<file path="src/spm_pkg.sv">
// Shared constants and types for the sparse polynomial multiplier.
`default_nettype none
package spm_pkg;

    localparam int MAX_TERMS = 8;
    localparam int COEF_BITS = 16;
    localparam int EXP_BITS  = 10;

    localparam int IDX_W   = (MAX_TERMS > 1) ? $clog2(MAX_TERMS) : 1;
    localparam int CNT_W   = $clog2(MAX_TERMS + 1);
    localparam int PROD_W  = 2 * COEF_BITS;
    localparam int ESUM_W  = EXP_BITS + 1;
    localparam int ACC_W   = PROD_W + 2 * IDX_W + 1;
    localparam int OCOEF_W = 40;
    localparam int OEXP_W  = 11;
    localparam int SUM_W   = (ACC_W > OCOEF_W) ? ACC_W : OCOEF_W + 1;

    typedef enum logic [1:0] {
        OP_LOAD_A = 2'd0,
        OP_LOAD_B = 2'd1,
        OP_MUL    = 2'd2
    } opcode_t;

    typedef struct packed {
        logic load_a;
        logic load_b;
        logic first;
        logic rescan;
        logic issue;
        logic emit;
        logic emit_empty;
        logic clear;
    } spm_cmd_t;

    typedef struct packed {
        logic cnt_zero;
        logic pair_last;
        logic pipe_busy;
        logic lower;
        logic out_free;
    } spm_sts_t;

endpackage
`default_nettype wire

</file>
<file path="src/spm_ctrl.sv">
// Controller state machine: load, scan, drain and emit sequencing.
`default_nettype none
module spm_ctrl (
    input  wire logic              clk,
    input  wire logic              rst_n,
    input  wire logic              s_tvalid,
    input  wire logic [1:0]        s_tuser,
    output logic                   s_tready,
    output spm_pkg::spm_cmd_t      cmd,
    input  wire spm_pkg::spm_sts_t sts
);
    import spm_pkg::*;

    typedef enum logic [4:0] {
        S_IDLE  = 5'b00001,
        S_SCAN  = 5'b00010,
        S_DRAIN = 5'b00100,
        S_EMIT  = 5'b01000,
        S_EMPTY = 5'b10000
    } state_t;

    state_t state_reg, state_next;
    logic   take;

    assign s_tready = (state_reg == S_IDLE);
    assign take     = s_tvalid && s_tready;

    always_comb
    begin
        state_next = state_reg;
        cmd        = '0;
        case (state_reg)
            S_IDLE:
            begin
                cmd.load_a = take && (s_tuser == OP_LOAD_A);
                cmd.load_b = take && (s_tuser == OP_LOAD_B);
                if (take && (s_tuser == OP_MUL))
                begin
                    if (sts.cnt_zero)
                    begin
                        state_next = S_EMPTY;
                    end
                    else
                    begin
                        cmd.first  = 1'b1;
                        cmd.rescan = 1'b1;
                        state_next = S_SCAN;
                    end
                end
            end
            S_SCAN:
            begin
                cmd.issue = 1'b1;
                if (sts.pair_last)
                begin
                    state_next = S_DRAIN;
                end
            end
            S_DRAIN:
            begin
                if (!sts.pipe_busy)
                begin
                    state_next = S_EMIT;
                end
            end
            S_EMIT:
            begin
                if (sts.out_free)
                begin
                    cmd.emit = 1'b1;
                    if (sts.lower)
                    begin
                        cmd.rescan = 1'b1;
                        state_next = S_SCAN;
                    end
                    else
                    begin
                        cmd.clear  = 1'b1;
                        state_next = S_IDLE;
                    end
                end
            end
            S_EMPTY:
            begin
                if (sts.out_free)
                begin
                    cmd.emit_empty = 1'b1;
                    cmd.clear      = 1'b1;
                    state_next     = S_IDLE;
                end
            end
            default:
            begin
                state_next = S_IDLE;
            end
        endcase
    end

    always_ff @(posedge clk or negedge rst_n)
    begin
        if (!rst_n)
        begin
            state_reg <= S_IDLE;
        end
        else
        begin
            state_reg <= state_next;
        end
    end

endmodule
`default_nettype wire

</file>
<file path="src/spm_dp.sv">
// Datapath: term stores, pair scan, multiplier, max-exponent accumulator, output register.
`default_nettype none
module spm_dp (
    input  wire logic              clk,
    input  wire logic              rst_n,
    input  wire spm_pkg::spm_cmd_t cmd,
    output spm_pkg::spm_sts_t      sts,
    input  wire logic [15:0]       in_coef,
    input  wire logic [9:0]        in_exp,
    output logic                   m_tvalid,
    input  wire logic              m_tready,
    output logic [55:0]            m_tdata,
    output logic [1:0]             m_tuser,
    output logic                   m_tlast
);
    import spm_pkg::*;

    logic signed [COEF_BITS-1:0] a_coef [MAX_TERMS];
    logic signed [COEF_BITS-1:0] b_coef [MAX_TERMS];
    logic [EXP_BITS-1:0]         a_exp  [MAX_TERMS];
    logic [EXP_BITS-1:0]         b_exp  [MAX_TERMS];
    logic [CNT_W-1:0]            cnt_a_reg, cnt_b_reg;
    logic                        ovf_reg;
    logic [IDX_W-1:0]            i_reg, j_reg;

    logic signed [PROD_W-1:0]    prod_reg;
    logic [ESUM_W-1:0]           esum_reg;
    logic                        v1_reg;

    logic signed [ACC_W-1:0]     acc_reg, acc_next;
    logic [ESUM_W-1:0]           best_reg, best_next;
    logic                        found_reg, found_next;
    logic                        lower_reg, lower_next;
    logic [ESUM_W-1:0]           thr_reg;
    logic                        first_reg;

    logic signed [OCOEF_W-1:0]   ocoef_reg;
    logic [OEXP_W-1:0]           oexp_reg;
    logic                        olast_reg, oempty_reg, odrop_reg, ovalid_reg;

    logic signed [COEF_BITS-1:0] ld_coef;
    logic [EXP_BITS-1:0]         ld_exp;
    logic                        a_full, b_full, j_last, eligible;
    logic signed [SUM_W-1:0]     sum_ext;
    logic signed [OCOEF_W-1:0]   sum_sat;

    assign ld_coef = COEF_BITS'(signed'(in_coef));
    assign ld_exp  = EXP_BITS'(in_exp);
    assign a_full  = (cnt_a_reg == CNT_W'(MAX_TERMS));
    assign b_full  = (cnt_b_reg == CNT_W'(MAX_TERMS));
    assign j_last  = (j_reg == IDX_W'(cnt_b_reg - CNT_W'(1)));

    assign sts.cnt_zero  = (cnt_a_reg == '0) || (cnt_b_reg == '0);
    assign sts.pair_last = j_last && (i_reg == IDX_W'(cnt_a_reg - CNT_W'(1)));
    assign sts.pipe_busy = v1_reg;
    assign sts.lower     = lower_reg;
    assign sts.out_free  = !ovalid_reg || m_tready;

    // term stores and counts
    always_ff @(posedge clk)
    begin
        if (cmd.load_a && !a_full)
        begin
            a_coef[cnt_a_reg[IDX_W-1:0]] <= ld_coef;
            a_exp[cnt_a_reg[IDX_W-1:0]]  <= ld_exp;
        end
        if (cmd.load_b && !b_full)
        begin
            b_coef[cnt_b_reg[IDX_W-1:0]] <= ld_coef;
            b_exp[cnt_b_reg[IDX_W-1:0]]  <= ld_exp;
        end
    end

    always_ff @(posedge clk or negedge rst_n)
    begin
        if (!rst_n)
        begin
            cnt_a_reg <= '0;
            cnt_b_reg <= '0;
            ovf_reg   <= 1'b0;
        end
        else if (cmd.clear)
        begin
            cnt_a_reg <= '0;
            cnt_b_reg <= '0;
            ovf_reg   <= 1'b0;
        end
        else
        begin
            if (cmd.load_a && !a_full)
            begin
                cnt_a_reg <= cnt_a_reg + CNT_W'(1);
            end
            if (cmd.load_b && !b_full)
            begin
                cnt_b_reg <= cnt_b_reg + CNT_W'(1);
            end
            if ((cmd.load_a && a_full) || (cmd.load_b && b_full))
            begin
                ovf_reg <= 1'b1;
            end
        end
    end

    // pair counters and multiply stage
    always_ff @(posedge clk)
    begin
        if (cmd.rescan)
        begin
            i_reg <= '0;
            j_reg <= '0;
        end
        else if (cmd.issue)
        begin
            if (j_last)
            begin
                j_reg <= '0;
                i_reg <= i_reg + IDX_W'(1);
            end
            else
            begin
                j_reg <= j_reg + IDX_W'(1);
            end
        end
        prod_reg <= PROD_W'(a_coef[i_reg]) * PROD_W'(b_coef[j_reg]);
        esum_reg <= ESUM_W'(a_exp[i_reg]) + ESUM_W'(b_exp[j_reg]);
    end

    always_ff @(posedge clk or negedge rst_n)
    begin
        if (!rst_n)
        begin
            v1_reg <= 1'b0;
        end
        else
        begin
            v1_reg <= cmd.issue;
        end
    end

    // keep the highest exponent below the last emitted one (any exponent on the first scan), summing its products
    assign eligible = first_reg || (esum_reg < thr_reg);

    always_comb
    begin
        acc_next   = acc_reg;
        best_next  = best_reg;
        found_next = found_reg;
        lower_next = lower_reg;
        if (cmd.rescan)
        begin
            found_next = 1'b0;
            lower_next = 1'b0;
        end
        else if (v1_reg && eligible)
        begin
            found_next = 1'b1;
            if (!found_reg || (esum_reg > best_reg))
            begin
                best_next  = esum_reg;
                acc_next   = ACC_W'(prod_reg);
                lower_next = found_reg;
            end
            else if (esum_reg == best_reg)
            begin
                acc_next = acc_reg + ACC_W'(prod_reg);
            end
            else
            begin
                lower_next = 1'b1;
            end
        end
    end

    always_ff @(posedge clk)
    begin
        acc_reg   <= acc_next;
        best_reg  <= best_next;
        found_reg <= found_next;
        lower_reg <= lower_next;
        if (cmd.first)
        begin
            first_reg <= 1'b1;
        end
        else if (cmd.emit)
        begin
            first_reg <= 1'b0;
        end
        if (cmd.emit)
        begin
            thr_reg <= best_reg;
        end
    end

    // clamp to the 40-bit result range
    always_comb
    begin
        sum_ext = SUM_W'(acc_reg);
        if (sum_ext > SUM_W'(signed'({1'b0, {(OCOEF_W-1){1'b1}}})))
        begin
            sum_sat = {1'b0, {(OCOEF_W-1){1'b1}}};
        end
        else if (sum_ext < SUM_W'(signed'({1'b1, {(OCOEF_W-1){1'b0}}})))
        begin
            sum_sat = {1'b1, {(OCOEF_W-1){1'b0}}};
        end
        else
        begin
            sum_sat = OCOEF_W'(sum_ext);
        end
    end

    // output register
    always_ff @(posedge clk)
    begin
        if (cmd.emit)
        begin
            ocoef_reg  <= sum_sat;
            oexp_reg   <= OEXP_W'(best_reg);
            olast_reg  <= !lower_reg;
            oempty_reg <= 1'b0;
            odrop_reg  <= ovf_reg;
        end
        else if (cmd.emit_empty)
        begin
            ocoef_reg  <= '0;
            oexp_reg   <= '0;
            olast_reg  <= 1'b1;
            oempty_reg <= 1'b1;
            odrop_reg  <= ovf_reg;
        end
    end

    always_ff @(posedge clk or negedge rst_n)
    begin
        if (!rst_n)
        begin
            ovalid_reg <= 1'b0;
        end
        else if (cmd.emit || cmd.emit_empty)
        begin
            ovalid_reg <= 1'b1;
        end
        else if (m_tready)
        begin
            ovalid_reg <= 1'b0;
        end
    end

    assign m_tvalid = ovalid_reg;
    assign m_tdata  = {5'b0, oexp_reg, ocoef_reg};
    assign m_tuser  = {odrop_reg, oempty_reg};
    assign m_tlast  = olast_reg;

endmodule
`default_nettype wire

</file>
<file path="src/sparse_polynomial_multiply.sv">
// Sparse polynomial multiplier top level.
//
// Input stream (s_*): one request per term load or multiply. s_tuser holds
// the opcode (load first, load second, multiply); s_tdata holds the term.
// Loads are taken one per cycle while the block is idle; terms past the capacity of eight are
// discarded and reported through the dropped flag of the next product.
// A multiply holds s_tready low until its final result sits in the output
// register. Results leave in descending exponent order, one per distinct
// exponent, equal-exponent products summed; m_tlast marks the final one.
// If either polynomial is empty, one result with the empty flag comes out.
// Each result takes one scan of all n1*n2 term pairs through the registered
// multiplier and the max-exponent accumulator, followed by a drain and an
// emit. The empty case goes to the empty state and emits once the output
// register is free. A stalled receiver holds the output register and pauses
// the controller before the next emit.
// Reset clears the counts, the drop flag and all valid state; the term
// stores need no clearing since only entries below the counts are read.
`default_nettype none
module sparse_polynomial_multiply (
    input  wire logic        clk,
    input  wire logic        rst_n,
    input  wire logic        s_tvalid,
    output logic             s_tready,
    input  wire logic [31:0] s_tdata,   // term_coef[15:0], term_exp[25:16], zero pad
    input  wire logic [1:0]  s_tuser,   // opcode[1:0]
    output logic             m_tvalid,
    input  wire logic        m_tready,
    output logic [55:0]      m_tdata,   // out_coef[39:0], out_exp[50:40], zero pad
    output logic [1:0]       m_tuser,   // empty_res[0], dropped[1]
    output logic             m_tlast
);
    import spm_pkg::*;

    spm_cmd_t cmd;
    spm_sts_t sts;

    spm_ctrl u_ctrl (
        .clk      (clk),
        .rst_n    (rst_n),
        .s_tvalid (s_tvalid),
        .s_tuser  (s_tuser),
        .s_tready (s_tready),
        .cmd      (cmd),
        .sts      (sts)
    );

    spm_dp u_dp (
        .clk      (clk),
        .rst_n    (rst_n),
        .cmd      (cmd),
        .sts      (sts),
        .in_coef  (s_tdata[15:0]),
        .in_exp   (s_tdata[25:16]),
        .m_tvalid (m_tvalid),
        .m_tready (m_tready),
        .m_tdata  (m_tdata),
        .m_tuser  (m_tuser),
        .m_tlast  (m_tlast)
    );

endmodule
`default_nettype wire

</file>
<file path="config.mk">
export PLATFORM = sky130hd
export DESIGN_NAME = sparse_polynomial_multiply
export DESIGN_NICKNAME = d
export VERILOG_FILES = /design/src/spm_pkg.sv /design/src/spm_ctrl.sv /design/src/spm_dp.sv /design/src/sparse_polynomial_multiply.sv
export SDC_FILE = /design/constraint.sdc
export NUM_CORES = 1
export LEC_CHECK = 0
export BUFFER_PORTS_ARGS = -buffer_cell sky130_fd_sc_hd__buf_2
export CAP_MARGIN = 30
export CORE_MARGIN = 2
export CORE_UTILIZATION = 50
export CTS_CLUSTER_DIAMETER = 60
export DETAILED_ROUTE_END_ITERATION = 6
export PLACE_DENSITY = 0.64
export SLEW_MARGIN = 0
export SYNTH_ARGS = -nofsm -noshare
export SYNTH_HDL_FRONTEND = slang
export SYNTH_SLANG_ARGS = --single-unit
</file>
<file path="constraint.sdc">
create_clock -name clk -period 17.8 [get_ports clk]
set_input_delay 2.67 -clock clk [delete_from_list [all_inputs] [get_ports clk]]
set_output_delay 2.67 -clock clk [all_outputs]
set_load 0.1 [all_outputs]
</file>
# Yosys cells after proc, flatten, opt, wreduce, memory -nomap -nowiden
# Memories as Yosys holds them, arrays and structs flattened. A register that Yosys moved wholly into a read port is not among the register bits.
# Index checks and enable logic that the tools add are counted.
[word_totals]
ram_bits = 416
out_inout_bits = 61
n_memories = 4
register_bits = 183
wordCells = 149
in_bits = 38
[classes]
n_reduce_logical = 35
mul = 1
addsub = 8
n_bitwise = 1
mux = 57
magnitude_cmp = 4
n_eq_ne = 18
[mem_list]
columns = ["name", "words", "width", "rd", "rd_clocked_by_memory_dff", "wr", "line", "source"]
rows = [
  ["u_dp.a_coef", 8, 16, 1, 1, 1, "spm_dp.sv:18", "logic signed [COEF_BITS-1:0] a_coef [MAX_TERMS];"],
  ["u_dp.b_coef", 8, 16, 1, 1, 1, "spm_dp.sv:19", "logic signed [COEF_BITS-1:0] b_coef [MAX_TERMS];"],
  ["u_dp.a_exp", 8, 10, 1, 1, 1, "spm_dp.sv:20", "logic [EXP_BITS-1:0] a_exp [MAX_TERMS];"],
  ["u_dp.b_exp", 8, 10, 1, 1, 1, "spm_dp.sv:21", "logic [EXP_BITS-1:0] b_exp [MAX_TERMS];"],
]
[op_table]
columns = ["cell", "count"]
rows = [
  ["$mux W40", 4],
  ["$mux W39", 2],
  ["$gt A39 B40 Y1 const B", 1],
  ["$lt A39 B40 Y1 const B", 1],
  ["$add A39 B32 Y39", 1],
  ["$mul A16 B16 Y32", 1],
  ["$mux W3", 10],
  ["$mux W5", 6],
  ["$pmux W5 S5", 1],
  ["$mux W1", 22],
  ["$mux W11", 2],
  ["$mux W4", 4],
  ["$reduce_bool A2 Y1", 6],
  ["$add A10 B10 Y11", 1],
  ["$eq A11 B11 Y1", 1],
  ["$gt A11 B11 Y1", 1],
  ["$lt A11 B11 Y1", 1],
  ["$logic_and A1 B1 Y1", 10],
  ["$ne A2 B2 Y1 const B", 5],
  ["$add A4 B1 Y4 const B", 2],
  ["$eq A4 B4 Y1 const B", 2],
  ["$logic_not A4 Y1", 2],
  ["$mux W2", 4],
  ["$add A3 B1 Y3 const B", 2],
  ["18 further kinds", 32],
]

# Depth between registers and ports, before layout
[depth]
word_depth = 9
mapped_depth = 30
ltp_nobuf = 26

# By module
# Synthesis repeated with hierarchy kept, for this count alone.
[unflattened]
hier_cells = 2569
hier_area_um2 = 34713.3
[modules_own_cells]
columns = ["mod", "area_each_um2", "n_inst", "seq_area_each_um2", "cells_per_inst"]
rows = [
  ["spm_dp", 34326.7, 1, 17371.7, 2528],
  ["spm_ctrl", 386.6, 1, 126.4, 41],
]

# Least setup slack after synthesis
# No wires, ideal clock.
[synth_path]
path_kind = "register to register"
startpoint = "reg with a tool-made name"
endpoint = "reg u_dp.prod_reg[30]"
setup_ns = 0.072
slack_ns = 9.996
n_path_buf = 3
t_required_ns = 17.728
path_stages_with_launch = 28
period_less_slack_ns = 7.804
arrival_time_ns = 7.732
cell_sequence = "dfxtp_1 > clkbuf_1 > buf_1 > mux4_2 > mux2i_1 > clkbuf_1 > nor2_1 > fa_1 > inv_1 > fa_1 > fa_1 > fa_1 > inv_1 > fa_1 > inv_1 > fa_1 > inv_1 > ha_1 > a21o_1 > a21o_1 > a211o_1 > a21oi_2 > o21ai_2 > nor4_2 > a21oi_1 > a221o_1 > o41ai_2 > xnor2_1"
[synth_rtl]
columns = ["element", "line", "source"]
rows = [
  ["end signal: assignment", "spm_dp.sv:125", "prod_reg <= PROD_W'(a_coef[i_reg]) * PROD_W'(b_coef[j_reg]);"],
  ["end: declaration", "spm_dp.sv:26", "logic signed [PROD_W-1:0] prod_reg;"],
]

==> flow_summary.ini <==
[run_status]
status = finished clean

[sta]
clock_skew_ns = 0.0339
slew_violations = 0
max_slew.worst_pin.slew_ns = 0.841
hold_violations = 0
period_share_pct = 46.7
setup_viol = 0
tns_ns = 0
slew_headroom_pct = 44.0
grt_setup_unrepaired = no
max_freq_ghz = 0.120
finalCriticalPeriod_ns = 8.31
fin_ws_ns = 9.49

[global_routing]
grt_pass1_vias = 21200
overflow = 0
antenna_found_initial = 4
grt_max_degree = 77
grt_pass1_wl_mm = 116
grtUsageTotal_pct = 21.1

[yosys]
yosys-top-cells-area = edfxtp_1 46%, fa_1 15%, mux4_2 6.7%, ha_1 5.7%, inv_1 4.0%
synthCells = 2603
yosysWarnings = 0
synth.avg_cell_area_sq_um = 13.4
yosysSeqAreaShare_pct = 50.2
yosysTopAreaCellShare_pct = 45.7
synth_ff_type = edfxtp_1
synth_cell_type_count = 75
synth_async_sr_flop_share_pct = 2.64
syn-cell-area_sq_mm = 0.0348
synth-edff-count = 530
synth_seq_cells = 605
synth_top_area_cell = edfxtp_1

[place]
dp_hpwl_mm = 52.3
dp.cells = 3601
port_buffers = 87
dpl_cell_area_sq_mm = 0.0367
place_ws_ns = 9.42
gp_congestion = 0.871

[setup_path]
start_kind = flip-flop
worst-path-max-fanout = 27
crit_type = reg2reg
cp.arrival_ns = 8.83
required_ns = 18.32
cp-end-kind = flip-flop

[finish]
drive_above_1_share_pct = 15.8
fin_nets = 3200
instances_no_fill = 3724
synthToLayoutAreaGrowth_pct = 11.6
finalInstanceArea_sq_mm = 0.0389

[floorplanning]
die_w_um = 268
dieHeight_um = 268
io_pins = 99
core_sq_mm = 0.0688
dieArea_sq_mm = 0.0718
rows = 96
initial_core_util_pct = 50.6

[routing]
drt-pass1-iter-count = 7
drc = 0
initialDrtViolationCount = 1344
via_count = 20100
final_antenna_net_count = 0
wire_per_inst_um = 19.7
vias_per_cell = 5.40
routed_wl_mm = 73.2

[cts]
clk_pin_slew_ns = 0.06
cts-resized-gates = 0
clockBufferDepth = 3
cts.sinks = 605
post_cts_buffers = 0
cts_root_buf = clkbuf_16
htreeDepth = 3
clk_latency_ns = 0.62
cts_tree = done
cts_hold_buf = 0
cts_made_buffers = 68

[worst_hold_path]
worstHoldPathType = reg2reg

[flow_run]
max_cap_viol_count = 0
## synthesized netlist by cell type (all sizes together), types with 4 or more instances
library cell / instances
or2: 14
mux2i: 37
buf: 20
nor2: 236
xnor2: 51
nor2b: 19
and2: 43
o31ai: 7
o211ai: 7
edfxtp: 530
nand3b: 5
nand3: 18
dfxtp: 59
xor2: 32
nand2: 160
and3: 10
nand2b: 38
ha: 158
nor3: 25
mux2: 41
nor3b: 10
fa: 264
a31oi: 4
nand4: 7
a21o: 37
dfrtp: 15
clkbuf: 60
o31a: 4
mux4: 104
o21ai: 74
o21bai: 5
a211oi: 9
a21oi: 76
inv: 369
o21a: 11
## worst paths after layout
kind | slack [ns] | from | depth (start not counted) | to
setup / recovery | 9.49 | flip-flop | 26 | u_dp.prod_reg[30]$_DFF_P_
hold / removal | 0.44 | u_dp.best_reg[4]$_DFFE_PP_ | 0 | u_dp.thr_reg[4]$_DFFE_PP_
setup reg to reg | 9.49 | flip-flop | 26 | u_dp.prod_reg[30]$_DFF_P_
hold reg to reg | 0.44 | u_dp.best_reg[4]$_DFFE_PP_ | 0 | u_dp.thr_reg[4]$_DFFE_PP_
max in group asynchronous | 15.52 | rst_n | 1 | u_ctrl.state_reg[0]$_DFFE_PN1P_
min in group asynchronous | 1.97 | rst_n | 1 | u_dp.ovf_reg$_DFFE_PN0P_
## layout make-up
class	count	area (sq um)
fill	5530	30000
sequential	605	17500
multi-input combinational	1553	15700
clock buffer	85	1790
inverter	369	1390
tap	931	1160
timing repair buffer	143	923
clock inverter	37	377
antenna	1	2.50
## metal layers
metal | vias to the layer above | track usage (%) | share of wire (%)
met5 | - | 0 | 0.029
li1 | 9269 | - | -
met3 | 116 | 3.43 | 4.7
met2 | 508 | 36.6 | 50
met1 | 10200 | 27.6 | 43
met4 | 4 | 5.81 | 2.2
## cells in the final DEF, fill, tap and decap left out, types with 53 or more instances in the layout
cell type / n
dfxtp_1: 53
mux4_2: 104
buf_2: 87
fa_1: 264
o21ai_0: 68
ha_1: 158
nor2_1: 223
inv_1: 369
clkbuf_16: 69
a21oi_1: 73
edfxtp_1: 530
nand2_1: 160
## kinds of logic after synthesis
family,Yosys count,share of synthesized area [%]
compound gates,263,4.87
flops,605,50.2
buf+inv,449,4.95
other cells,1,0.0108
xor+xnor,83,2.09
fa+ha+maj,422,20.8
simple gates,598,7.90
mux,182,9.11
## stage by stage
step                      hold WS, ns  utilization (%)
after global routing            0.451             56.5
after detailed placement        0.438             53.3
after CTS                       0.444             56.5
after floorplan                 0.421                -
after global placement          0.435             53.1
final                           0.443             56.5
## worst max-delay path: stages, from the launching register on
cell	delay, ns
dfxtp_4	0.69
buf_4	0.56
mux4_2	0.58
mux2i_1	0.14
buf_4	0.31
nor2_1	0.11
fa_1	0.51
inv_1	0.05
fa_1	0.57
fa_1	0.44
fa_1	0.49
inv_1	0.05
fa_1	0.53
inv_1	0.05
fa_1	0.53
inv_1	0.04
ha_1	0.38
a21o_1	0.20
a21o_1	0.17
a211o_1	0.30
a21oi_2	0.28
o21ai_2	0.16
nor4_2	0.14
a21oi_1	0.09
a221o_1	0.34
o41ai_2	0.25
xnor2_1	0.17
Power is not shown: default switching activity piles up to over one toggle a cycle in this logic, so the estimate is an artifact.
